--- src/design/assert_macros.svh ---
// assertion helpers included by hbd_window
// both expect i_clk and i_rst_n in scope
`ifndef ASSERT_MACROS_SVH
`define ASSERT_MACROS_SVH

// property holds at every edge outside reset
`define HBD_ASSERT(label, prop, msg) \
    label: assert property (@(posedge i_clk) disable iff (!i_rst_n) (prop)) \
        else $error(msg);

// consequent holds in the cycle after the antecedent
`define HBD_ASSERT_NEXT(label, ante, cons, msg) \
    label: assert property (@(posedge i_clk) disable iff (!i_rst_n) \
        (ante) |=> (cons)) else $error(msg);

`endif

--- src/design/hbd_pkg.sv ---
`timescale 1ns / 1ps
`default_nettype none
// ----------------------------------------------------------------------------
// hbd_pkg
// shared constants and types of the half-band decimator by two
// ----------------------------------------------------------------------------
package hbd_pkg;

    localparam int TAP_COUNT  = 11;
    localparam int EVEN_COEFS = 6;
    localparam int CENTER_POS = (TAP_COUNT - 1) / 2;

    localparam int SAMPLE_W = 16;
    localparam int FRAC_W   = 15;
    localparam int FILL_W   = $clog2(TAP_COUNT + 1);

    // products over even positions, then the centre product
    localparam int NUM_EVEN = ((TAP_COUNT + 1) / 2 < EVEN_COEFS) ?
                              (TAP_COUNT + 1) / 2 : EVEN_COEFS;
    localparam int NUM_PROD = NUM_EVEN + 1;
    localparam int NUM_PAIR = (NUM_PROD + 1) / 2;

    localparam int PROD_W = 2 * SAMPLE_W;
    localparam int PAIR_W = PROD_W + 1;
    localparam int ACC_W  = PAIR_W + $clog2(NUM_PAIR) + 1;
    localparam int Q_W    = ACC_W - FRAC_W;

    // register map
    localparam int CFG_IDX_W = 3;
    localparam logic [CFG_IDX_W-1:0] CFG_IDX_CENTER = CFG_IDX_W'(EVEN_COEFS);

    localparam logic [SAMPLE_W-1:0] COEF_EVEN_RST   = '0;
    localparam logic [SAMPLE_W-1:0] COEF_CENTER_RST = SAMPLE_W'(16384);

    // round half up before the floor shift
    localparam logic signed [PAIR_W-1:0] ROUND_ADD = PAIR_W'(1) << (FRAC_W - 1);

    typedef logic signed [SAMPLE_W-1:0] t_sample;
    typedef t_sample [TAP_COUNT-1:0]    t_window;

    typedef struct packed {
        t_sample [EVEN_COEFS-1:0] even;
        t_sample                  center;
    } t_coefs;

endpackage

`default_nettype wire

--- src/design/hbd_window.sv ---
`timescale 1ns / 1ps
`default_nettype none
// ----------------------------------------------------------------------------
// hbd_window
// sample delay line with fill count and decimation phase
// ----------------------------------------------------------------------------
module hbd_window (
    input  wire                          i_clk,
    input  wire                          i_rst_n,
    input  wire                          i_valid,
    input  wire  [hbd_pkg::SAMPLE_W-1:0] i_sample,
    output logic                         o_ready,
    input  wire                          i_next_ready,
    output logic                         o_vld,
    output hbd_pkg::t_window             o_win
);
    import hbd_pkg::*;

    `include "assert_macros.svh"

    localparam logic [FILL_W-1:0] FILL_FULL = FILL_W'(TAP_COUNT);
    localparam logic [FILL_W-1:0] FILL_LAST = FILL_W'(TAP_COUNT - 1);

    t_window           r_win;
    logic [FILL_W-1:0] r_fill;
    logic [FILL_W-1:0] n_fill;
    logic              r_phase;
    logic              n_phase;
    logic              r_vld;
    logic              n_vld;
    logic              accept;
    logic              full_next;

    // window may only move once its snapshot has left for the multipliers
    assign o_ready = !r_vld || i_next_ready;
    assign accept  = i_valid && o_ready;

    assign full_next = (r_fill == FILL_LAST) || (r_fill == FILL_FULL);

    always_comb begin
        n_fill  = r_fill;
        n_phase = r_phase;
        n_vld   = r_vld;
        if (accept) begin
            if (r_fill != FILL_FULL) begin
                n_fill = r_fill + FILL_W'(1);
            end
            n_vld = full_next && !r_phase;
            if (full_next) begin
                n_phase = !r_phase;
            end
        end else if (i_next_ready) begin
            n_vld = 1'b0;
        end
    end

    always_ff @(posedge i_clk) begin
        if (!i_rst_n) begin
            r_fill  <= '0;
            r_phase <= 1'b0;
            r_vld   <= 1'b0;
        end else begin
            r_fill  <= n_fill;
            r_phase <= n_phase;
            r_vld   <= n_vld;
        end
    end

    // position 0 oldest, top position newest
    always_ff @(posedge i_clk) begin
        if (accept) begin
            for (int k = 0; k < TAP_COUNT - 1; k++) begin
                r_win[k] <= r_win[k + 1];
            end
            r_win[TAP_COUNT - 1] <= i_sample;
        end
    end

    assign o_vld = r_vld;
    assign o_win = r_win;

    `HBD_ASSERT(a_fill_bound, r_fill <= FILL_FULL, "fill count past tap count")
    `HBD_ASSERT(a_phase_unfilled, (r_fill == FILL_FULL) || !r_phase,
        "phase moved before line full")
    `HBD_ASSERT(a_emit_full, !r_vld || (r_fill == FILL_FULL),
        "result launched from partial line")
    `HBD_ASSERT_NEXT(a_win_hold, r_vld && !i_next_ready, $stable(r_win),
        "window moved under stalled snapshot")

endmodule

`default_nettype wire

--- config.mk ---
export PLATFORM = sky130hd
export DESIGN_NAME = hbd_window
export DESIGN_NICKNAME = d
export VERILOG_FILES = /design/src/design/hbd_pkg.sv /design/src/design/hbd_window.sv
export VERILOG_INCLUDE_DIRS = /design/src /design/src/design
export SDC_FILE = /design/constraint.sdc
export NUM_CORES = 1
export LEC_CHECK = 0
export BUFFER_PORTS_ARGS = -buffer_cell sky130_fd_sc_hd__buf_2
export CORE_MARGIN = 10
export CORE_UTILIZATION = 30
export CTS_BUF_LIST = sky130_fd_sc_hd__clkbuf_4
export CTS_CLUSTER_SIZE = 24
export DETAILED_ROUTE_END_ITERATION = 8
export PLACE_DENSITY = 0.5
export SYNTH_ARGS = -nofsm -noshare
export SYNTH_HDL_FRONTEND = slang
export SYNTH_SLANG_ARGS = --single-unit
--- constraint.sdc ---
create_clock -name i_clk -period 8.72 [get_ports i_clk]
set_input_delay 1.308 -clock i_clk [delete_from_list [all_inputs] [get_ports i_clk]]
set_output_delay 1.308 -clock i_clk [all_outputs]
set_load 0.005 [all_outputs]
# Word level (Yosys, flattened, before mapping)
# Index checks and enable logic that the tools add are counted.
totals:
  inputBits: 20
  wordCells: 29
  register_bits: 182
  output_inout_bits: 178
op_classes:
  reduce_logical: 9
  n_mux: 2
  addsub: 1
  n_eq_ne: 3
op_table:
  columns: ["cell", "n"]
  rows:
  - ["$eq 4x4->1 const B", 2]
  - ["$add 4x1->4 const B", 1]
  - ["$ne 4x4->1 const B", 1]
  - ["$reduce_and 2->1", 2]
  - ["$logic_and 1x1->1", 2]
  - ["$logic_not 1->1", 2]
  - ["$logic_or 1x1->1", 2]
  - ["$mux 1", 2]
  - ["$reduce_bool 2->1", 1]

# Longest topological paths before layout
# Gate-level depths: netlist of run 1.
logic_depth:
  depth_word: 4
  ltp_mapped: 5
  depth_no_buf: 5

# Worst setup path after synthesis of run 1
# Ideal clock, no wire load.
synth_path:
  kind: "input to register"
  from: "input port i_next_ready"
  to: "register r_fill[1]"
  arrival_ns: 5.821
  required_time_ns: 8.369
  cell_stages: 4
  path_slack_ns: 2.548
  setup_time_ns: 0.351
  path_buffers: 0
  path_cell_list: "nor2b_2 inv_2 and2_1 a311oi_1"
synth_via:
  elab_chain_cells: 3
synth_lines:
  columns: ["item", "line", "rtl"]
  rows:
  - ["start, declared", "hbd_window.sv:13", "input wire i_next_ready,"]
  - ["$logic_or 1x1->1", "hbd_window.sv:35", "assign o_ready = !r_vld || i_next_ready;"]
  - ["named net o_ready", "hbd_window.sv:12", "output logic o_ready,"]
  - ["$logic_and 1x1->1", "hbd_window.sv:36", "assign accept = i_valid && o_ready;"]
  - ["named net accept", "hbd_window.sv:31", "logic accept;"]
  - ["$reduce_and 2->1 (no source line)", null, null]
  - ["end signal, assigned", "hbd_window.sv:63", "r_fill <= n_fill;"]
  - ["end, declared", "hbd_window.sv:25", "logic [FILL_W-1:0] r_fill;"]
# The timed path passes the listed nets, and every way through them passes these cells.
# A chain may end at the register's enable or synchronous reset.

# Worst setup path after layout of run 1
layout_path:
  from: "input port i_next_ready"
  to: "output port o_ready"
layout_via:
  elab_chain_cells: 1
layout_lines:
  columns: ["item", "line"]
  rows:
  - ["$logic_or 1x1->1", "hbd_window.sv:35"]
  - ["end, declared", "hbd_window.sv:12"]
# No other way between the ends.

==> results of run 1 <==
==> layer usage <==
| layer | up-vias | share of wire (%) |
|---|---|---|
| met1 | 1348 | 39 |
| met4 | 0 | 2.7 |
| li1 | 1293 | - |
| met5 | - | 0 |
| met3 | 17 | 13 |
| met2 | 147 | 45 |
==> layout make-up <==
| class | count | share of cell area, % |
|---|---|---|
| Antenna cell | 1 | 0.0349 |
| Clock buffer | 22 | 2.30 |
| Clock inverter | 10 | 1.48 |
| Inverter | 3 | 0.157 |
| Multi-Input combinational cell | 28 | 2.76 |
| Sequential cell | 182 | 75.3 |
| Tap cell | 229 | 3.99 |
| Timing Repair Buffer | 199 | 13.9 |
==> Yosys cell counts (2+ instances only) <==
cell / count / area share, %
edfxtp_1: 176 / 94
dfxtp_1: 6 / 2.1
nand2_1: 5 / 0.33
mux2i_1: 3 / 0.54
nand2b_1: 3 / 0.33
a21oi_1: 2 / 0.18
ha_1: 2 / 0.45
inv_1: 2 / 0.13
nand3_1: 2 / 0.18
==> sequential cells by signal, summed over array words and instances (netlist names) <==
signal and count:
r_phase 1, o_win 176, r_fill 4, o_vld 1
==> critical path, stage by stage <==
cell and delay [ps]:
buf_2 100, nor2b_2 160, inv_2 90, buf_2 130
==> cells by family (layout without fill, tap and decap cells) <==
logic type | count (synthesis) | after routing | share of synthesized area (%)
multiplexers | 3 | 3 | 0.535
buffers and inverters | 3 | 234 | 0.201
AND/OR/NAND/NOR | 18 | 18 | 1.96
other | 0 | 1 | 0
flip-flops | 182 | 182 | 96.3
adder cells (fa/ha/maj) | 2 | 2 | 0.446
AO/OA/AOI/OAI | 5 | 5 | 0.535
==> power groups by stage <==
stage | logic (W) | clock network, W | registers (W)
6_report | 0.0000798 | 0.000450 | 0.00103
4_1_cts | 0.0000829 | 0.000475 | 0.00104
3_5_place_dp | 0.0000829 | 0 | 0.00106
5_1_grt | 0.0000888 | 0.000510 | 0.00104
2_1_floorplan | 0.0000146 | 0 | 0.00106
3_3_place_gp | 0.0000833 | 0 | 0.00105
==> path summary, 6_finish.rpt <==
check | start | to | slack (ps) | cells past startpoint
worst min-delay path | o_win[140]$_DFFE_PP_ | o_win[124]$_DFFE_PP_ | 450 | 0
worst max-delay path | i_next_ready | o_ready | 5620 | 4
worst min register to register | o_win[140]$_DFFE_PP_ | o_win[124]$_DFFE_PP_ | 450 | 0
worst max register to register | o_vld$_SDFFE_PN0P_ | o_win[125]$_DFFE_PP_ | 6350 | 4
==> cells in the final DEF (no fill, tap or decap), drive strengths merged <==
master / count
nor4b: 1
inv: 3
a31oi: 1
clkinv: 7
a21oi: 2
a311oi: 1
dfxtp: 6
mux2i: 3
nand3b: 1
and2: 1
and3: 1
clkinvlp: 1
or4: 1
nor2: 1
nand2b: 3
buf: 199
bufinv: 2
ha: 2
o21ai: 1
nor2b: 1
edfxtp: 176
diode: 1
clkbuf: 22
or4b: 1
nand3: 2
nand2: 5
==> through the flow <==
step                      util [%]  instance area [µm²]
after floorplan                  -                 5610
after global placement        37.9                 6900
after detailed placement      37.9                 6900
after CTS                     39.4                 7170
after global routing          39.4                 7180
final                         39.4                 7180
==> results list, run 1 <==
* Antenna violations before repair: 1
- Routed length per instance: 18.1 µm
- Gate power share: 5.1%
- Unrepaired setup endpoints after global routing: false
- Root buffer cell: clkbuf_4
- The first global-routing pass estimated 18.1 mm of wire.
- STA puts the critical path data required time at around 7400 ps.
- The max-slew violation total from the final report is 0.
- For this design the top-level I/O count stands at 198.
- The total area inside the core boundary comes to ~0.018 mm².
- The layout has 1,676 filler cells.
- Highest Clock Rate: 322 MHz
* Port Buffer Count: 197
* Total DRC errors in the routed layout: 0
* Maximum number of pins on one net before global-route repair: 68
* Switching part of the total power: 21.4%
- WL final: 12.2 mm
* Power share of the sequential group: 66.1%
- Counting flops with an async set or reset pin after synthesis yields a share of 0%.
* Setup violators final: 0
* Final HPWL from detailed placement: 8.79 mm
- The completed layout was analyzed and its total power is 0.00156 W.
- Initial Utilization: 30.8%
* Number of global-route vias before repair: 3,062
- Total number of H-tree levels: 4
- Of the cells placed in the final design, the portion with a size suffix greater than 1 is 52.5%.
- Clock insertion delay at the later pin of the skew report: 530 ps
* Worst IR drop on VDD: 0.0982 mV
- Global routing consumed, on the met1 layer, 10.6% of the routing resources.
* Critical path startpoint category: input port
* Total power density per cell area: 218 mW/mm²
* Sequential fraction of the synthesis area: 96.3%
- In the post-route analysis, the smallest setup slack over all paths is 5620 ps.
- From bottom edge to top edge, the die measures 157 µm.
- Global routing finished with a remaining overflow of 0.
* Place WS: approximately 5300 ps
- TritonCTS built the clock tree.
* Dominant synthesized flop cell: edfxtp_1
- Yosys mapped the design onto 21 distinct sky130hd cell types.
* Path class of the lowest-slack min-delay path: register to register
- After layout, the worst path uses a little over a third of the clock period.
* Data arrival time at the worst-slack endpoint: 1800 ps
* Hold WS: 448 ps
- Fin Setup TNS: 0 ps
- Counting along the longest clock path gives a buffer depth of 2.
- Clock tree synthesis inserted a total of 17 buffers.
- The detail route stage leaves a number of antenna-violating nets equal to 0.
- In the global route stage, met2 resource usage came out at 14.3%.
* Total via count in the routed design: 2,805
- Internal cell power: 0.00123 W
- The finished layout holds 674 standard cells, fillers aside.
* Weighted congestion at the end of routability-driven global placement: 0.746
- In this run, the number of DRC markers left after iteration 0 of detailed routing was 116.
- In this run, synthesis inferred between 150 and 200 flip-flops with an integrated enable.
- Row count: 49
- Hold-fix buffers, CTS: 0
- Endpoints failing hold: 0
* Clock tree sinks: 182
* Count of instances resized after the clock tree is built: 0
- Pin slew with the least headroom to its limit: between 800 and 900 ps
* Max FO, Critical Path: 6
- The net count of the finished layout is between 400 and 500.
- A synthesized cell averages 26.3 µm².
- STA classifies the critical path endpoint as a primary output.
- Subtracting the final worst setup slack from the clock period gives 3100 ps.
- Via density per instance: 4.16
- Area enclosed by the die boundary: 0.0246 mm²
* 1st-pass router iterations: 4
* Clock Pin Slew Worst Setup and Hold Paths: 130 ps
- Worst setup path category: input port to primary output
- Die extent in x: 157 µm
* Highest-utilization routing layer at the global route stage: met2
* Yosys synthesis warning count: 0
* Post-CTS setup buffer count: 0
- The number of placed instances, taps included, is 641.
- The sequential cells in the finished layout cover a total of 0.00541 mm².
- Area Growth Syn to Fin: 27.9%
* Leakage component of the power: 2.79 nW
- Footprint of the multi-input gates: 198 µm²
- Summed instance area of the synthesized netlist: 0.00561 mm²
* Post-route clock skew: 12.6 ps
* Total global-route track usage: roughly a tenth
- Max-Cap Viols: 0
- For this run, global-route usage on met3 was measured as 6.09%.
* Gate count after technology mapping: 213
- Number of register bits inferred by synthesis: between 150 and 200
* Net Count, Synth: roughly 240
* Outcome: finished, final reports clean
* Power share of the clock group: 28.8%
- The worst pin sits at a relative slew slack of 45.0%.
- For this design the total switching power over the nets is 0.000335 W.
Power figures use the tool's default switching activity.
==> run 2, diff against run 1 <==
--- a/config.mk
+++ b/config.mk
@@ -12,7 +12,7 @@
 export CTS_BUF_LIST = sky130_fd_sc_hd__clkbuf_4
 export CTS_CLUSTER_SIZE = 24
 export DETAILED_ROUTE_END_ITERATION = 8
-export PLACE_DENSITY = 0.5
+export PLACE_DENSITY = 0.52
 export SYNTH_ARGS = -nofsm -noshare
 export SYNTH_HDL_FRONTEND = slang
 export SYNTH_SLANG_ARGS = --single-unit
==> constraint.sdc (replaced) <==
create_clock -name i_clk -period 2.5 [get_ports i_clk]
set_input_delay 0.375 -clock i_clk [delete_from_list [all_inputs] [get_ports i_clk]]
set_output_delay 0.375 -clock i_clk [all_outputs]
set_load 0.005 [all_outputs]
==> results list, run 2 (synthesis results as in run 1) <==
* Outcome: finished, final reports clean
- The routed layout has ~2,900 vias.
- Worst reg2reg endpoint: o_win[62]$_DFFE_PP_
* Maximum number of pins on one net before global-route repair: 83
* Weighted congestion at the end of routability-driven global placement: 0.740
* Overflow left after global routing: 0
- Endpoints failing hold: 0
- Data on the critical path is required at its endpoint by 2120 ps.
- Critical path startpoint category: register
- After clock tree synthesis, the setup repair step added 0 buffers.
* Largest delay share family, worst path: flip-flops
* Critical path buffer and inverter count: 2
- Hold-fix buffers, CTS: 16
* Clock Pin Slew Worst Setup and Hold Paths: 140 ps
- Highest Clock Rate: 574 MHz
- Area Growth Syn to Fin: 31.9%
- Slowest stage cell on the critical path: dfxtp_1
- The layout has 1,619 filler cells.
- Setup slack closes at 759 ps.
- For this run, design rule violations remaining after detail routing come to 0.
* Wire length of the first global-routing pass: around 19 mm
- The net count of the finished layout is 470.
* Footprint of the multi-input gates: 198 µm²
* Max-slew violation total from the final report: 0
- Count of instances resized after the clock tree is built: 0
* Worst setup path category: register to primary output
- CTS tree: done
* Total power density per cell area: 760 mW/mm²
- The die covers between 0.02 and 0.025 mm².
- Of all nets on the critical path, the largest fanout is 6.
- Top-level port count: 198
* Clock Path Buffers: 2
* Antenna Violating Nets Remaining: 0
* Worst reg2reg startpoint: o_vld$_SDFFE_PN0P_
* Worst IR drop on VDD: 0.312 mV
- Setup repair after global routing left no endpoint under its margin.
- Beginning of the worst hold path: i_rst_n
* 1st-pass router iterations: 4
* Data arrival time at the worst-slack endpoint: 1370 ps
- Counting I/O delays and the setup requirement, the final critical path takes 1740 ps.
- TritonCTS Buffers: 17
* Pin slew with the least headroom to its limit: 476 ps
* Total number of H-tree levels: 4
- Area of all sequential standard cells: about 0.0054 mm²
* Root buffer cell: clkbuf_4
- Leakage component of the power: roughly 2.9 nW
* Drt first-iter violations: around 150
- WL final: 12.4 mm
* Total global-route track usage: 9.89%
- Using the TritonRoute via totals, the vias-per-cell ratio works out to 4.22.
- Final HPWL from detailed placement: 8.89 mm
* Cells traversed along the worst timing path: nor2b_2 -> inv_2 -> buf_2
- Row count: 49
* Number of global-route vias before repair: 3,106
- Leading cell type in the layout, fill and taps excluded: buf_2
* End point of the most critical hold path: r_fill[0]$_SDFFE_PN0P_
- Floorplan die height: 157 µm
* Setup violators final: 0
* Antenna violations before repair: 1
- Measured against its own limit, the worst slew margin works out to approximately two thirds.
* Fin Setup TNS: 0 ps
- Path class of the lowest-slack min-delay path: input port to register
- Initial Utilization: between 30 and 40%
* Hold WS: between 100 and 150 ps
- Maximum cell stage delay along the critical path: 360 ps
- Core region area: approximately 0.018 mm²
* Clock tree sinks: 182
- Ratio of final minimum period to clock period: 69.7%
- Port buffering added a little under 200 buffers.
- CP Capture Type: primary output
* Commonest non-fill, non-tap cells in the layout: buf_2 (197), edfxtp_1 (176), clkbuf_4 (17)
* Place WS: 911 ps
* Setup slack, reg-to-reg: ~910 ps
- The register with the most flip-flops in the layout has roughly 180 of them.
- Ratio of cells with drive above 1 in the final layout: 51.2%
- Along the worst hold path, the cell count comes to 3.
- Max-Cap Viols: 0
- The clock arrives with 15.7 ps of skew.
- Clock insertion delay at the later pin of the skew report: 540 ps
- For the worst flop-to-flop path, the logic depth is 4.
- Die extent in x: 157 µm
* Routed length per instance: between 15 and 20 µm
## run 2: cell types whose count changed in the layout (fill, tap and decap cells not counted), moves of 2 or more
cell	change
buf_12	+2
clkbuf_4	-5
clkinv_1	-2
clkinvlp_4	+3
dlygate4sd3_1	+16
inv_6	+2
## run 2: through the flow
step | total power, W | utilization [%] | cells | cell area [µm²]
floorplan | 0.00374 | - | 213 | 5610
global placement | 0.00397 | 38.1 | 642 | 6930
detailed placement | 0.00398 | 38.1 | 642 | 6930
CTS | 0.00572 | 40.6 | 690 | 7400
global route | 0.00589 | 40.7 | 691 | 7400
finish | 0.00562 | 40.7 | 691 | 7400
## run 2: worst max path at each step
stage | start | end | slack [ps] | cells after the start
3_5_place_dp | i_next_ready | o_win[23]$_DFFE_PP_ | 910 | 5
5_1_grt | o_vld$_SDFFE_PN0P_ | o_ready | 610 | 3
6_report | o_vld$_SDFFE_PN0P_ | o_ready | 760 | 3
4_1_cts | o_vld$_SDFFE_PN0P_ | o_ready | 690 | 3
3_3_place_gp | i_next_ready | o_win[40]$_DFFE_PP_ | 940 | 5
2_1_floorplan | o_vld$_SDFFE_PN0P_ | o_win[0]$_DFFE_PP_ | 240 | 3
## run 2: worst register-to-register path, cell delays in order, from the launching register on
cell and delay (ps):
dfxtp_1 340, nor2b_2 180, inv_2 100, and2_4 200, buf_12 320
## run 2: metal layers
| layer | vias to the layer above | wire length [µm] | track usage [%] |
|---|---|---|---|
| li1 | 1326 | - | - |
| met1 | 1427 | 4950 | 11.0 |
| met2 | 146 | 5800 | 15.2 |
| met3 | 17 | 1360 | 5.29 |
| met4 | 0 | 262 | 4.94 |
| met5 | - | 0 | 0 |
## run 2: where the power goes
| group | total [W] | switching [W] | internal (W) |
|---|---|---|---|
| clock | 0.00171 | 0.00101 | 0.000697 |
| combinational | 0.000304 | 0.000167 | 0.000138 |
| sequential | 0.00361 | 0.0000760 | 0.00353 |
| total | 0.00562 | 0.00126 | 0.00437 |
## run 2: layout make-up
cell class                      instances  share of cell area, %
Clock inverter                         15                   2.40
Inverter                                3                  0.152
Sequential cell                       182                   73.0
Multi-Input combinational cell         28                   2.67
Clock buffer                           17                   1.72
Antenna cell                            1                 0.0338
Tap cell                              229                   3.87
Timing Repair Buffer                  216                   16.1
