### src/design/assert_macros.svh
// assertion helpers included by hbd_window
// both expect i_clk and i_rst_n in scope
`ifndef ASSERT_MACROS_SVH
`define ASSERT_MACROS_SVH

// property holds at every edge outside reset
`define HBD_ASSERT(label, prop, msg) \
    label: assert property (@(posedge i_clk) disable iff (!i_rst_n) (prop)) \
        else $error(msg);

// consequent holds in the cycle after the antecedent
`define HBD_ASSERT_NEXT(label, ante, cons, msg) \
    label: assert property (@(posedge i_clk) disable iff (!i_rst_n) \
        (ante) |=> (cons)) else $error(msg);

`endif

### src/design/hbd_pkg.sv
`timescale 1ns / 1ps
`default_nettype none
// ----------------------------------------------------------------------------
// hbd_pkg
// shared constants and types of the half-band decimator by two
// ----------------------------------------------------------------------------
package hbd_pkg;

    localparam int TAP_COUNT  = 11;
    localparam int EVEN_COEFS = 6;
    localparam int CENTER_POS = (TAP_COUNT - 1) / 2;

    localparam int SAMPLE_W = 16;
    localparam int FRAC_W   = 15;
    localparam int FILL_W   = $clog2(TAP_COUNT + 1);

    // products over even positions, then the centre product
    localparam int NUM_EVEN = ((TAP_COUNT + 1) / 2 < EVEN_COEFS) ?
                              (TAP_COUNT + 1) / 2 : EVEN_COEFS;
    localparam int NUM_PROD = NUM_EVEN + 1;
    localparam int NUM_PAIR = (NUM_PROD + 1) / 2;

    localparam int PROD_W = 2 * SAMPLE_W;
    localparam int PAIR_W = PROD_W + 1;
    localparam int ACC_W  = PAIR_W + $clog2(NUM_PAIR) + 1;
    localparam int Q_W    = ACC_W - FRAC_W;

    // register map
    localparam int CFG_IDX_W = 3;
    localparam logic [CFG_IDX_W-1:0] CFG_IDX_CENTER = CFG_IDX_W'(EVEN_COEFS);

    localparam logic [SAMPLE_W-1:0] COEF_EVEN_RST   = '0;
    localparam logic [SAMPLE_W-1:0] COEF_CENTER_RST = SAMPLE_W'(16384);

    // round half up before the floor shift
    localparam logic signed [PAIR_W-1:0] ROUND_ADD = PAIR_W'(1) << (FRAC_W - 1);

    typedef logic signed [SAMPLE_W-1:0] t_sample;
    typedef t_sample [TAP_COUNT-1:0]    t_window;

    typedef struct packed {
        t_sample [EVEN_COEFS-1:0] even;
        t_sample                  center;
    } t_coefs;

endpackage

`default_nettype wire

### src/design/hbd_coef_regs.sv
`timescale 1ns / 1ps
`default_nettype none
// ----------------------------------------------------------------------------
// hbd_coef_regs
// coefficient register file, write only
// ----------------------------------------------------------------------------
module hbd_coef_regs (
    input  wire                             i_clk,
    input  wire                             i_rst_n,
    input  wire                             i_cfg_we,
    input  wire  [hbd_pkg::CFG_IDX_W-1:0]   i_cfg_idx,
    input  wire  [hbd_pkg::SAMPLE_W-1:0]    i_cfg_data,
    output hbd_pkg::t_coefs                 o_coefs
);
    import hbd_pkg::*;

    t_coefs r_coefs;

    always_ff @(posedge i_clk) begin
        if (!i_rst_n) begin
            for (int k = 0; k < EVEN_COEFS; k++) begin
                r_coefs.even[k] <= COEF_EVEN_RST;
            end
            r_coefs.center <= COEF_CENTER_RST;
        end else if (i_cfg_we) begin
            for (int k = 0; k < EVEN_COEFS; k++) begin
                if (i_cfg_idx == CFG_IDX_W'(k)) begin
                    r_coefs.even[k] <= i_cfg_data;
                end
            end
            // indexes past the centre are dropped
            if (i_cfg_idx == CFG_IDX_CENTER) begin
                r_coefs.center <= i_cfg_data;
            end
        end
    end

    assign o_coefs = r_coefs;

endmodule

`default_nettype wire

### config.mk
export PLATFORM = sky130hd
export DESIGN_NAME = hbd_coef_regs
export DESIGN_NICKNAME = d
export VERILOG_FILES = /design/src/design/assert_macros.svh /design/src/design/hbd_pkg.sv /design/src/design/hbd_coef_regs.sv
export SDC_FILE = /design/constraint.sdc
export NUM_CORES = 1
export LEC_CHECK = 0
export BUFFER_PORTS_ARGS = -buffer_cell sky130_fd_sc_hd__buf_2
export CAP_MARGIN = 10
export CORE_ASPECT_RATIO = 1.2
export CORE_MARGIN = 2
export CORE_UTILIZATION = 30
export CTS_CLUSTER_DIAMETER = 200
export DETAILED_ROUTE_END_ITERATION = 10
export SYNTH_ARGS = -nofsm -noshare
export SYNTH_HDL_FRONTEND = slang
export SYNTH_SLANG_ARGS = --single-unit
### constraint.sdc
create_clock -name i_clk -period 3 [get_ports i_clk]
set_input_delay 0.3 -clock i_clk [delete_from_list [all_inputs] [get_ports i_clk]]
set_output_delay 0.3 -clock i_clk [all_outputs]
set_load 0.02 [all_outputs]
Yosys cells after proc, flatten, opt, wreduce, memory -nomap -nowiden
Index checks and enable logic that the tools add are counted.
{ "word_totals": {"in_bits": 22, "regBits": 112, "out_inout_bits": 112} }
{ "classes": {"n_reduce_logical": 8, "n_eq_ne": 6} }
{ "op_table": {"columns": ["op", "count"], "rows": [
  ["AND reduction 2 bit", 7],
  ["== test 3 bit, second input constant", 3],
  ["== test 3 x 2 -> 1 bit, second input constant", 2],
  ["== test 3 x 1 -> 1 bit, second input constant", 1],
  ["zero test 3 bit", 1]
]} }

Logic depth before layout (Yosys ltp)
Gate-level depths: netlist of run 1.
{ "depth": {"word_depth": 2, "mapped_depth": 4} }

Least setup slack after synthesis of run 1
Ideal clock, no wire load.
{ "synth_timing": {"kind": "input -> register", "start": "in i_cfg_idx[1] (netlist name)", "end": "reg r_coefs, in the netlist o_coefs[16]", "setup_slack_ps": 1648, "cell_stages": 4, "path_buffers": 2, "arrival_time_ps": 1227, "setup_ps": 124, "cell_sequence": "or4b_1 > buf_6 > buf_12 > mux2i_1"} }
{ "synth_via": {"elab_chain_cells": 2} }
{ "synth_rtl": {"columns": ["item", "line_no", "source"], "rows": [
  ["start: declaration", "hbd_coef_regs.sv:11", "input wire [hbd_pkg::CFG_IDX_W-1:0] i_cfg_idx,"],
  ["zero test 3 bit", "hbd_coef_regs.sv:27", "if (i_cfg_idx == CFG_IDX_W'(k)) begin"],
  ["AND reduction 2 bit (no source line)", null, null],
  ["end: declaration", "hbd_coef_regs.sv:17", "t_coefs r_coefs;"]
]} }
No other way between the ends.
A chain may end at the register's enable or synchronous reset.

Worst setup path after layout of run 1
{ "layout_timing": {"start": "in i_cfg_idx[1] (netlist name)", "end": "reg r_coefs, in the netlist o_coefs[31]"} }
Same word-level chain as after synthesis.

==> results of run 1 <==
==> layout by cell type, fill, tap and decap left out, drive strengths merged <==
cell      netlist  final
or4b            1      1
nor2b           2      2
nand4bb         2      2
nand4b          3      3
buf            14    139
clkinv          0      3
clkbuf         14     12
nand2         127    127
clkinvlp        0      1
dfxtp         112    112
and4bb          1      1
mux2i         112    112
==> path summary, 6_finish.rpt <==
check | end
worst max-delay path | o_coefs[31]
worst max register to register | o_coefs[81]
worst min register to register | o_coefs[34]
worst min-delay path | o_coefs[14]
==> worst max-delay path: cells and delay by family <==
family / cells / cell delay (ns)
multiplexers: 1 / 0.24
AND/OR/NAND/NOR: 1 / 0.97
buffers and inverters: 1 / 0.13
==> where the power goes <==
group	internal (W)	leakage, nW	total [W]	switching, W
registers	0.00152	0.906	0.00153	0.0000162
logic	0.0000728	1.81	0.000225	0.000152
clock network	0.000589	0.133	0.00111	0.000524
total	0.00218	2.85	0.00287	0.000692
==> cells by family (layout without fill, tap and decap cells) <==
family	count (synthesis)	after routing	synth area share, %
multiplexers	112	112	27.5
AND/OR/NAND/NOR	136	136	13.8
flip-flops	112	112	55.1
buffers and inverters	28	155	3.60
==> area by class of cell <==
class / count / area, um2
fill: 1345 / 8100
sequential: 112 / 2240
multi-input combinational: 248 / 1680
timing repair buffer: 139 / 726
clock buffer: 12 / 246
tap: 168 / 210
clock inverter: 4 / 30.0
==> metal layers <==
metal | wire length [um] | track usage, % | up-vias | part of all wire (%)
met3 | 730 | 4.32 | 9 | 6.7
li1 | - | - | 1523 | -
met5 | 0 | 0 | - | 0
met1 | 4780 | 19.3 | 1463 | 44
met4 | 93 | 3.96 | 0 | 0.85
met2 | 5270 | 25.7 | 92 | 48
==> through the flow <==
| step | cell area, um2 | util, % |
|---|---|---|
| floorplan | 4070 | - |
| global placement | 4860 | 36.7 |
| detailed placement | 4860 | 36.7 |
| CTS | 5140 | 38.8 |
| global route | 5140 | 38.8 |
| finish | 5140 | 38.8 |
==> impl_metrics.py, run 1 <==
metrics = {
    "critical_path": {
        "worst_path_slowest_cell": "sky130_fd_sc_hd__or4b_1",
        "critical_path_required_ns": 3.18,
        "cp-startpoint": "i_cfg_idx[1]",
        "critical_path.cell_chain": "buf_2, or4b_1, mux2i_1",
        "r2r.worst_path.cells": 2,
        "timing.reg2reg.setup_slack_ns": 2.37,
        "crit_type": "in2reg",
        "cp-start-kind": "input port",
        "path_max_fanout": 16,
        "arrival_time_of_the_worst_setup_path_ns": 1.66,
        "cp_slowest_stage_delay_ns": 0.97,
        "timing.rr.start": "o_coefs[81]",
        "cp-end-kind": "flip-flop",
    },
    "run_status": {
        "result_of_the_run": "completed",
    },
    "cells_and_area": {
        "nets_finish": 532,
        "drive_above_1_share_pct": 29.9,
        "synth_to_final_area_change_pct": 26.2,
        "largest_register_ffs": 112,
        "antennaDiodeCount": 0,
        "count_of_non_filler_cells_in_the_finished_layout": 683,
    },
    "sta": {
        "maxClockFrequency_mhz": 678,
        "setup_viol": 0,
        "timing_worst_slew_pin_value_ns": 0.958,
        "timing.clock.skew_ns": 0,
        "rsz0062_at_grt": "no",
        "holdWs_ns": 0.246,
        "final_period_minus_worst_setup_slack_ns": 1.47,
        "fin_tns_setup_ns": 0,
        "fin_crit_sh_pct": 49.1,
        "final_critical_path_setup_slack_ns": 1.53,
        "maxSlewViolCount": 0,
        "timing.slew.headroom_pct": 36.1,
        "timing.final.hold_violations": 0,
    },
    "grt": {
        "first_global_vias": 3103,
        "grtUsageTotal_pct": 15.4,
        "antenna_violations_before_repair": 0,
        "global_route.overflow_total": 0,
        "wire_length_of_the_first_global_routing_pass_um": 17100,
        "grt_start_max_net_pins": 69,
    },
    "drt": {
        "drc": 0,
        "route.vias.total": 3087,
        "wire_per_inst_um": 15.9,
        "detail_route.iter0.violations": 115,
        "postRouteAntennaNets": 0,
        "drt_first_pass_iters": 4,
        "wirelength_um": 10900,
        "vias_per_cell": 4.52,
    },
    "clocking": {
        "ctsRootBufferMaster": "sky130_fd_sc_hd__clkbuf_16",
        "post_cts_resize_count": 0,
        "post_cts_setup_repair_bufs": 0,
        "tritoncts_num_sinks": 112,
        "clock_insertion_delay_worst_skew_ns": 0.33,
        "cts_buffers": 9,
        "hold_buffers": 0,
        "tritoncts": "built",
        "number_of_buffers_on_the_longest_clock_path": 2,
        "worst_setup_hold_path_clk_slew_ns": 0.07,
        "htree_levels": 3,
    },
    "power": {
        "vdd_ir_drop_max_v": 0.000229,
        "power.density_nw_per_um2": 559,
        "cellLeakagePower_nw": 2.85,
        "totalPowerFinal_w": 0.00287,
    },
    "floorplan": {
        "die_width_um": 110,
        "placeableCoreArea_um2": 13200,
        "design.die.area_um2": 14500,
        "initial_utilization_pct": 30.7,
        "die_height_um": 132,
        "io_pins": 134,
        "floorplan.rows": 46,
    },
    "yosys": {
        "synth_commonest_cells": "sky130_fd_sc_hd__nand2_1, sky130_fd_sc_hd__dfxtp_1, sky130_fd_sc_hd__mux2i_1",
        "synth.area.top_cells": "sky130_fd_sc_hd__dfxtp_1, sky130_fd_sc_hd__mux2i_1, sky130_fd_sc_hd__nand2_1",
        "synthesis.nets": 410,
        "synth-seq-area-share_pct": 55.1,
        "number_of_instances_in_the_synthesized_netlist": 388,
        "yosys_warnings": 0,
        "synth_enable_flop_cells": 0,
        "syn_avg_cell_area_um2": 10.5,
        "yosys.cell_count.top_type": "sky130_fd_sc_hd__nand2_1",
        "area_share_of_the_leading_cell_type_in_the_synthesized_netlist_pct": 55.1,
        "synth-seq-cells": 112,
        "postSynth.topFlopCell": "sky130_fd_sc_hd__dfxtp_1",
        "synth_async_sr_flop_share_pct": 0,
        "synthesized_cell_area_um2": 4070,
        "synthDistinctLibCells": 13,
        "synth_area_leader_cell": "sky130_fd_sc_hd__dfxtp_1",
    },
    "placed_design": {
        "detailed_place_hpwl_um": 7630,
        "pre_cts_ws_ns": 1.18,
        "numPlacedInstances": 667,
        "port_buffers": 133,
        "gpl.final_weighted_congestion": 0.719,
    },
    "hold_path": {
        "holdCritPathClass": "in2reg",
        "min_from": "i_cfg_data[14]",
        "whs_path_depth": 3,
    },
    "flow_run": {
        "max_cap_violation_count": 0,
    },
}
(Power assumes the default switching activity.)
==> inputs of run 2 (changes only) <==
--- a/config.mk
+++ b/config.mk
@@ -5,6 +5,7 @@
 export SDC_FILE = /design/constraint.sdc
 export NUM_CORES = 1
 export LEC_CHECK = 0
+export ABC_AREA = 1
 export BUFFER_PORTS_ARGS = -buffer_cell sky130_fd_sc_hd__buf_2
 export CAP_MARGIN = 10
 export CORE_ASPECT_RATIO = 1.2
==> constraint.sdc (replaced) <==
create_clock -name i_clk -period 1.3 [get_ports i_clk]
set_input_delay 0.13 -clock i_clk [delete_from_list [all_inputs] [get_ports i_clk]]
set_output_delay 0.13 -clock i_clk [all_outputs]
set_load 0.02 [all_outputs]
==> run 2 against run 1 <==
Against the previous run: routed wire length is 34% higher; synthesized cell count is 64% higher; clock power grew to 2.7 times the previous value.
==> impl_metrics.py, run 2 <==
metrics = {
    "power": {
        "vdd_ir_drop_max_v": 0.000573,
        "power.internal_w": 0.00563,
        "seq_power_share_pct": 47.3,
        "power.switching_fraction_pct": 26.2,
        "switching_power_w": 0.00200,
        "power.density_nw_per_um2": 1300,
        "comb_power_share_pct": 13.3,
        "cellLeakagePower_nw": 2.82,
        "power.share.clock_pct": 39.4,
        "totalPowerFinal_w": 0.00763,
    },
    "floorplan": {
        "placeableCoreArea_um2": 14800,
        "die_width_um": 116,
        "design.die.area_um2": 16000,
        "io_pins": 134,
        "floorplan.rows": 49,
        "die_height_um": 138,
        "initial_utilization_pct": 30.3,
    },
    "yosys": {
        "yosys.cell_count.top_type": "sky130_fd_sc_hd__nor2_1",
        "synthDistinctLibCells": 15,
        "synth_async_sr_flop_share_pct": 0,
        "number_of_instances_in_the_synthesized_netlist": 638,
        "synthesized_cell_area_um2": 4500,
        "synth-seq-area-share_pct": 49.8,
        "postSynth.topFlopCell": "sky130_fd_sc_hd__dfxtp_1",
        "synth_commonest_cells": "sky130_fd_sc_hd__nor2_1, sky130_fd_sc_hd__nand2_1, sky130_fd_sc_hd__dfxtp_1, sky130_fd_sc_hd__nand3_1, sky130_fd_sc_hd__buf_2",
        "area_share_of_the_leading_cell_type_in_the_synthesized_netlist_pct": 49.8,
        "synth_enable_flop_cells": 0,
        "synth_area_leader_cell": "sky130_fd_sc_hd__dfxtp_1",
        "synth-seq-cells": 112,
        "syn_avg_cell_area_um2": 7.05,
        "synthesis.nets": 660,
        "synth.area.top_cells": "sky130_fd_sc_hd__dfxtp_1, sky130_fd_sc_hd__nor2_1, sky130_fd_sc_hd__nand3_1",
        "yosys_warnings": 0,
    },
    "critical_path": {
        "cp-startpoint": "o_coefs[79]",
        "cp-end-kind": "output pin",
        "crit_type": "reg2out",
        "cpLargestDelayFamily": "flip-flops",
        "path_max_fanout": 2,
        "r2r.worst_path.cells": 2,
        "timing.rr.start": "o_coefs[38]",
        "critical_path.cell_chain": "buf_2",
        "critical_path_required_ns": 1.17,
        "worst_path_slowest_cell": "sky130_fd_sc_hd__dfxtp_1",
        "cp-start-kind": "flip-flop",
        "cp_slowest_stage_delay_ns": 0.38,
        "critical_path.n_buffers_inverters": 1,
        "arrival_time_of_the_worst_setup_path_ns": 0.93,
        "end_of_the_worst_register_to_register_path": "o_coefs[38]",
        "timing.reg2reg.setup_slack_ns": 0.69,
    },
    "hold_path": {
        "worst_hold_path.endpoint": "o_coefs[14]",
        "min_from": "i_cfg_data[14]",
        "whs_path_depth": 3,
        "holdCritPathClass": "in2reg",
    },
    "clocking": {
        "cts_buffers": 9,
        "ctsRootBufferMaster": "sky130_fd_sc_hd__clkbuf_16",
        "clock_insertion_delay_worst_skew_ns": 0.35,
        "htree_levels": 3,
        "tritoncts_num_sinks": 112,
        "tritoncts": "built",
        "worst_setup_hold_path_clk_slew_ns": 0.07,
        "number_of_buffers_on_the_longest_clock_path": 2,
        "post_cts_resize_count": 0,
        "hold_buffers": 0,
        "post_cts_setup_repair_bufs": 0,
    },
    "flow_run": {
        "max_cap_violation_count": 0,
    },
    "placed_design": {
        "detailed_place.area_um2": 5530,
        "port_buffers": 133,
        "gpl.final_weighted_congestion": 0.725,
        "pre_cts_ws_ns": 0.181,
        "detailed_place_hpwl_um": 9580,
    },
    "grt": {
        "antenna_violations_before_repair": 0,
        "first_global_vias": 3879,
        "wire_length_of_the_first_global_routing_pass_um": 22200,
        "grtUsageTotal_pct": 18.4,
        "grt_start_max_net_pins": 47,
        "global_route.overflow_total": 0,
    },
    "sta": {
        "maxClockFrequency_mhz": 944,
        "fin_crit_sh_pct": 81.4,
        "timing.final.hold_violations": 0,
        "final_critical_path_setup_slack_ns": 0.241,
        "final_period_minus_worst_setup_slack_ns": 1.06,
        "timing.clock.skew_ns": 0,
        "rsz0062_at_grt": "no",
        "timing_worst_slew_pin_value_ns": 0.467,
        "fin_tns_setup_ns": 0,
        "maxSlewViolCount": 0,
        "setup_viol": 0,
        "timing.slew.headroom_pct": 68.9,
    },
    "cells_and_area": {
        "fill_cells": 1649,
        "layout_common_cells": "sky130_fd_sc_hd__nor2_1, sky130_fd_sc_hd__buf_2, sky130_fd_sc_hd__nand2_1",
        "drive_above_1_share_pct": 24.2,
        "antennaDiodeCount": 0,
        "layout.cells.most_common": "sky130_fd_sc_hd__nor2_1",
        "final_cell_area_um2": 5850,
        "synth_to_final_area_change_pct": 30.0,
        "nets_finish": 787,
        "largest_register_ffs": 112,
    },
    "drt": {
        "vias_per_cell": 4.42,
        "drt_first_pass_iters": 4,
        "postRouteAntennaNets": 0,
        "drc": 0,
        "route.vias.total": 4306,
        "wire_per_inst_um": 14.9,
        "detail_route.iter0.violations": 349,
        "wirelength_um": 14500,
    },
    "run_status": {
        "result_of_the_run": "completed",
    },
}
==> run 2: cell count changes after synthesis, sizes merged, moves of 2 or more <==
cell,delta
nand4b,-3
buf,+19
nand4bb,-2
clkbuf,-7
mux2i,-112
nand3,+112
nor2b,-2
nand2,-9
inv,+22
nor2,+233
==> run 2: power by group through the flow <==
stage | sequential (W) | combinational, W | clock (W)
after floorplan | 0.00383 | 0.000474 | 0
after global placement | 0.00370 | 0.00101 | 0
after detailed placement | 0.00369 | 0.00102 | 0
after CTS | 0.00361 | 0.00102 | 0.00309
after global routing | 0.00363 | 0.00111 | 0.00324
final | 0.00361 | 0.00101 | 0.00301
==> run 2: worst reg2reg max path, cell delays in order, from the launching register on <==
cell and delay, ns:
sky130_fd_sc_hd__dfxtp_1 0.37, sky130_fd_sc_hd__nor2_1 0.06, sky130_fd_sc_hd__nor2_1 0.12
==> run 2: final cells by class <==
cell class / instances / area (um2) / share of cell area [%]
multi-input combinational: 464 / 1960 / 33.5
sequential: 112 / 2240 / 38.3
inverter: 22 / 82.6 / 1.41
tap: 204 / 255 / 4.37
clock buffer: 13 / 250 / 4.28
clock inverter: 3 / 65.1 / 1.11
timing repair buffer: 156 / 991 / 16.9
==> run 2: worst max-delay path by stage <==
stage / endpoint / slack [ns] / cells past startpoint
floorplan: o_coefs[85] / 0.37 / 5
global placement: o_coefs[3] / 0.19 / 6
detailed placement: o_coefs[38] / 0.18 / 6
CTS: o_coefs[36] / 0.24 / 1
global route: o_coefs[79] / 0.21 / 1
finish: o_coefs[79] / 0.24 / 1
==> run 2: stage by stage <==
stage / hold WS (ns) / util [%] / cells
2_1_floorplan: 0.256 / - / 638
3_3_place_gp: 0.377 / 37.3 / 958
3_5_place_dp: 0.387 / 37.3 / 958
4_1_cts: 0.0131 / 39.4 / 974
5_1_grt: 0.0227 / 39.4 / 974
6_report: 0.0205 / 39.4 / 974
==> run 2: logic make-up after synthesis <==
| family | synth area share, % |
|---|---|
| DFF | 49.8 |
| buffers and inverters | 6.76 |
| AOI/OAI and AO/OA | 0.111 |
| and+or+nand+nor | 43.3 |
==> run 2: per-layer routing <==
metal	vias to the layer above	track usage [%]	wire [um]
met1	1909	26.1	6890
met3	18	3.64	915
met4	0	7.39	321
met5	-	0	0
met2	143	27.4	6420
li1	2236	-	-
==> inputs of run 3 (changes only) <==
--- a/config.mk
+++ b/config.mk
@@ -5,7 +5,7 @@
 export SDC_FILE = /design/constraint.sdc
 export NUM_CORES = 1
 export LEC_CHECK = 0
-export ABC_AREA = 1
+export ABC_AREA = 0
 export BUFFER_PORTS_ARGS = -buffer_cell sky130_fd_sc_hd__buf_2
 export CAP_MARGIN = 10
 export CORE_ASPECT_RATIO = 1.2
==> constraint.sdc (replaced) <==
create_clock -name i_clk -period 1 [get_ports i_clk]
set_input_delay 0.1 -clock i_clk [delete_from_list [all_inputs] [get_ports i_clk]]
set_output_delay 0.1 -clock i_clk [all_outputs]
set_load 0.02 [all_outputs]
==> run 3 against run 2 <==
Against the previous run: total power up 16%; final area fell by 7.1%; non-clock buffer count is 2 lower; register-to-register slack got worse by 0.31 ns; combinational power decreased by 24%; hold slack better by 0.012 ns; routed wire length fell by 24%; die area is 9.2% lower; setup slack got worse by 0.20 ns; clock skew is the same; global-route usage is 3.0 points lower; critical path type unchanged.
==> impl_metrics.py, run 3 (synthesis results as in run 1) <==
metrics = {
    "run_status": {
        "result_of_the_run": "completed",
    },
    "clocking": {
        "number_of_buffers_on_the_longest_clock_path": 2,
        "clock_insertion_delay_worst_skew_ns": 0.33,
        "cts_buffers": 9,
        "post_cts_setup_repair_bufs": 0,
        "htree_levels": 3,
        "tritoncts": "built",
        "ctsRootBufferMaster": "sky130_fd_sc_hd__clkbuf_16",
        "tritoncts_num_sinks": 112,
        "worst_setup_hold_path_clk_slew_ns": 0.07,
        "hold_buffers": 0,
    },
    "drt": {
        "wirelength_um": 11100,
        "wire_per_inst_um": 15.9,
        "vias_per_cell": 4.52,
        "postRouteAntennaNets": 0,
        "detail_route.iter0.violations": 124,
        "route.vias.total": 3150,
        "drt_first_pass_iters": 4,
        "drc": 0,
    },
    "placed_design": {
        "detailed_place_hpwl_um": 8120,
        "detailed_place.area_um2": 5090,
        "port_buffers": 133,
        "gpl.final_weighted_congestion": 0.798,
    },
    "critical_path": {
        "path_max_fanout": 2,
        "r2r.worst_path.cells": 2,
        "cp-end-kind": "output pin",
        "cp_slowest_stage_delay_ns": 0.35,
        "critical_path.cell_chain": "buf_2",
        "critical_path_required_ns": 0.90,
        "arrival_time_of_the_worst_setup_path_ns": 0.86,
        "cp-start-kind": "flip-flop",
        "critical_path.n_buffers_inverters": 1,
        "crit_type": "reg2out",
        "cpLargestDelayFamily": "flip-flops",
        "cp_num_cells": 1,
        "worst_path_slowest_cell": "sky130_fd_sc_hd__dfxtp_1",
    },
    "cells_and_area": {
        "fill_cells": 1320,
        "layout_common_cells": "sky130_fd_sc_hd__nand2_1, sky130_fd_sc_hd__mux2i_1, sky130_fd_sc_hd__buf_2",
        "final_cell_area_um2": 5430,
        "layout.cells.most_common": "sky130_fd_sc_hd__nand2_1",
        "synth_to_final_area_change_pct": 33.4,
        "antennaDiodeCount": 0,
        "drive_above_1_share_pct": 32.7,
        "nets_finish": 547,
        "largest_register_ffs": 112,
    },
    "grt": {
        "global_route.overflow_total": 0,
        "grt_start_max_net_pins": 34,
        "first_global_vias": 3075,
        "grtUsageTotal_pct": 15.4,
        "antenna_violations_before_repair": 0,
        "wire_length_of_the_first_global_routing_pass_um": 16900,
    },
    "sta": {
        "fin_crit_sh_pct": 96.3,
        "timing.slew.headroom_pct": 73.7,
        "final_period_minus_worst_setup_slack_ns": 0.963,
        "timing.clock.skew_ns": 0,
        "timing.final.hold_violations": 0,
        "setup_viol": 0,
        "holdWs_ns": 0.0327,
        "maxClockFrequency_mhz": 1040,
        "maxSlewViolCount": 0,
        "rsz0062_at_grt": "no",
        "timing_worst_slew_pin_value_ns": 0.393,
    },
    "power": {
        "totalPowerFinal_w": 0.00889,
        "cellLeakagePower_nw": 2.97,
        "power.density_nw_per_um2": 1640,
        "vdd_ir_drop_max_v": 0.000720,
    },
    "flow_run": {
        "max_cap_violation_count": 0,
    },
    "hold_path": {
        "holdCritPathClass": "in2reg",
        "whs_path_depth": 3,
    },
    "floorplan": {
        "io_pins": 134,
        "die_width_um": 110,
        "placeableCoreArea_um2": 13200,
        "floorplan.rows": 46,
        "design.die.area_um2": 14500,
        "die_height_um": 132,
        "initial_utilization_pct": 30.7,
    },
}
-- run 3: power breakdown --
| part | internal (W) | leakage (nW) | switching (W) | total [W] |
|---|---|---|---|---|
| registers | 0.00456 | 0.908 | 0.0000510 | 0.00461 |
| logic | 0.000295 | 1.93 | 0.000473 | 0.000768 |
| clock network | 0.00193 | 0.135 | 0.00158 | 0.00351 |
| total | 0.00678 | 2.97 | 0.00210 | 0.00889 |
-- run 3: tightest hold or removal path: cells and delay by family --
| kind | cells | cell delay [ns] |
|---|---|---|
| AND/OR/NAND/NOR | 1 | 0.04 |
| buffers and inverters | 1 | 0.09 |
| multiplexers | 1 | 0.10 |
-- run 3: worst paths after layout --
path | slack (ns) | start | endpoint
setup / recovery | 0.04 | o_coefs[60] | o_coefs[60]
hold / removal | 0.03 | i_cfg_data[14] | o_coefs[14]
setup reg to reg | 0.38 | o_coefs[84] | o_coefs[84]
hold reg to reg | 0.46 | o_coefs[80] | o_coefs[80]
-- run 3: metrics by stage --
stage / worst slack (ns) / std cells / util, % / TNS, ns
3_3_place_gp: -0.215 / 682 / 38.4 / -9.55
2_1_floorplan: -0.136 / 388 / - / -1.35
3_5_place_dp: -0.245 / 682 / 38.4 / -10.43
4_1_cts: 0.00647 / 697 / 40.7 / 0
5_1_grt: 0.00111 / 697 / 41.0 / 0
6_report: 0.0366 / 697 / 41.0 / 0
-- run 3: final cells by class --
| type | count | area (um2) | share of cell area, % |
|---|---|---|---|
| flip-flops and latches | 112 | 2250 | 41.4 |
| multi-input cells | 248 | 1690 | 31.0 |
| repair buffers | 154 | 1000 | 18.4 |
| clock buffers | 10 | 229 | 4.22 |
| well taps | 168 | 210 | 3.87 |
| clock inverters | 5 | 58.8 | 1.08 |
-- run 3: what timing repair did --
action | in CTS | in global routing
hold endpoints to repair | 0 | 0
resized for setup | 2 | 24
endpoints found under the setup margin | 2 | 20
-- run 3: layer usage --
layer	vias to the layer above	GRT usage, %	routed length [um]
met1	1496	18.7	4840
met5	-	0	0
met2	87	26.3	5490
met4	0	4.58	150
li1	1557	-	-
met3	10	4.17	640
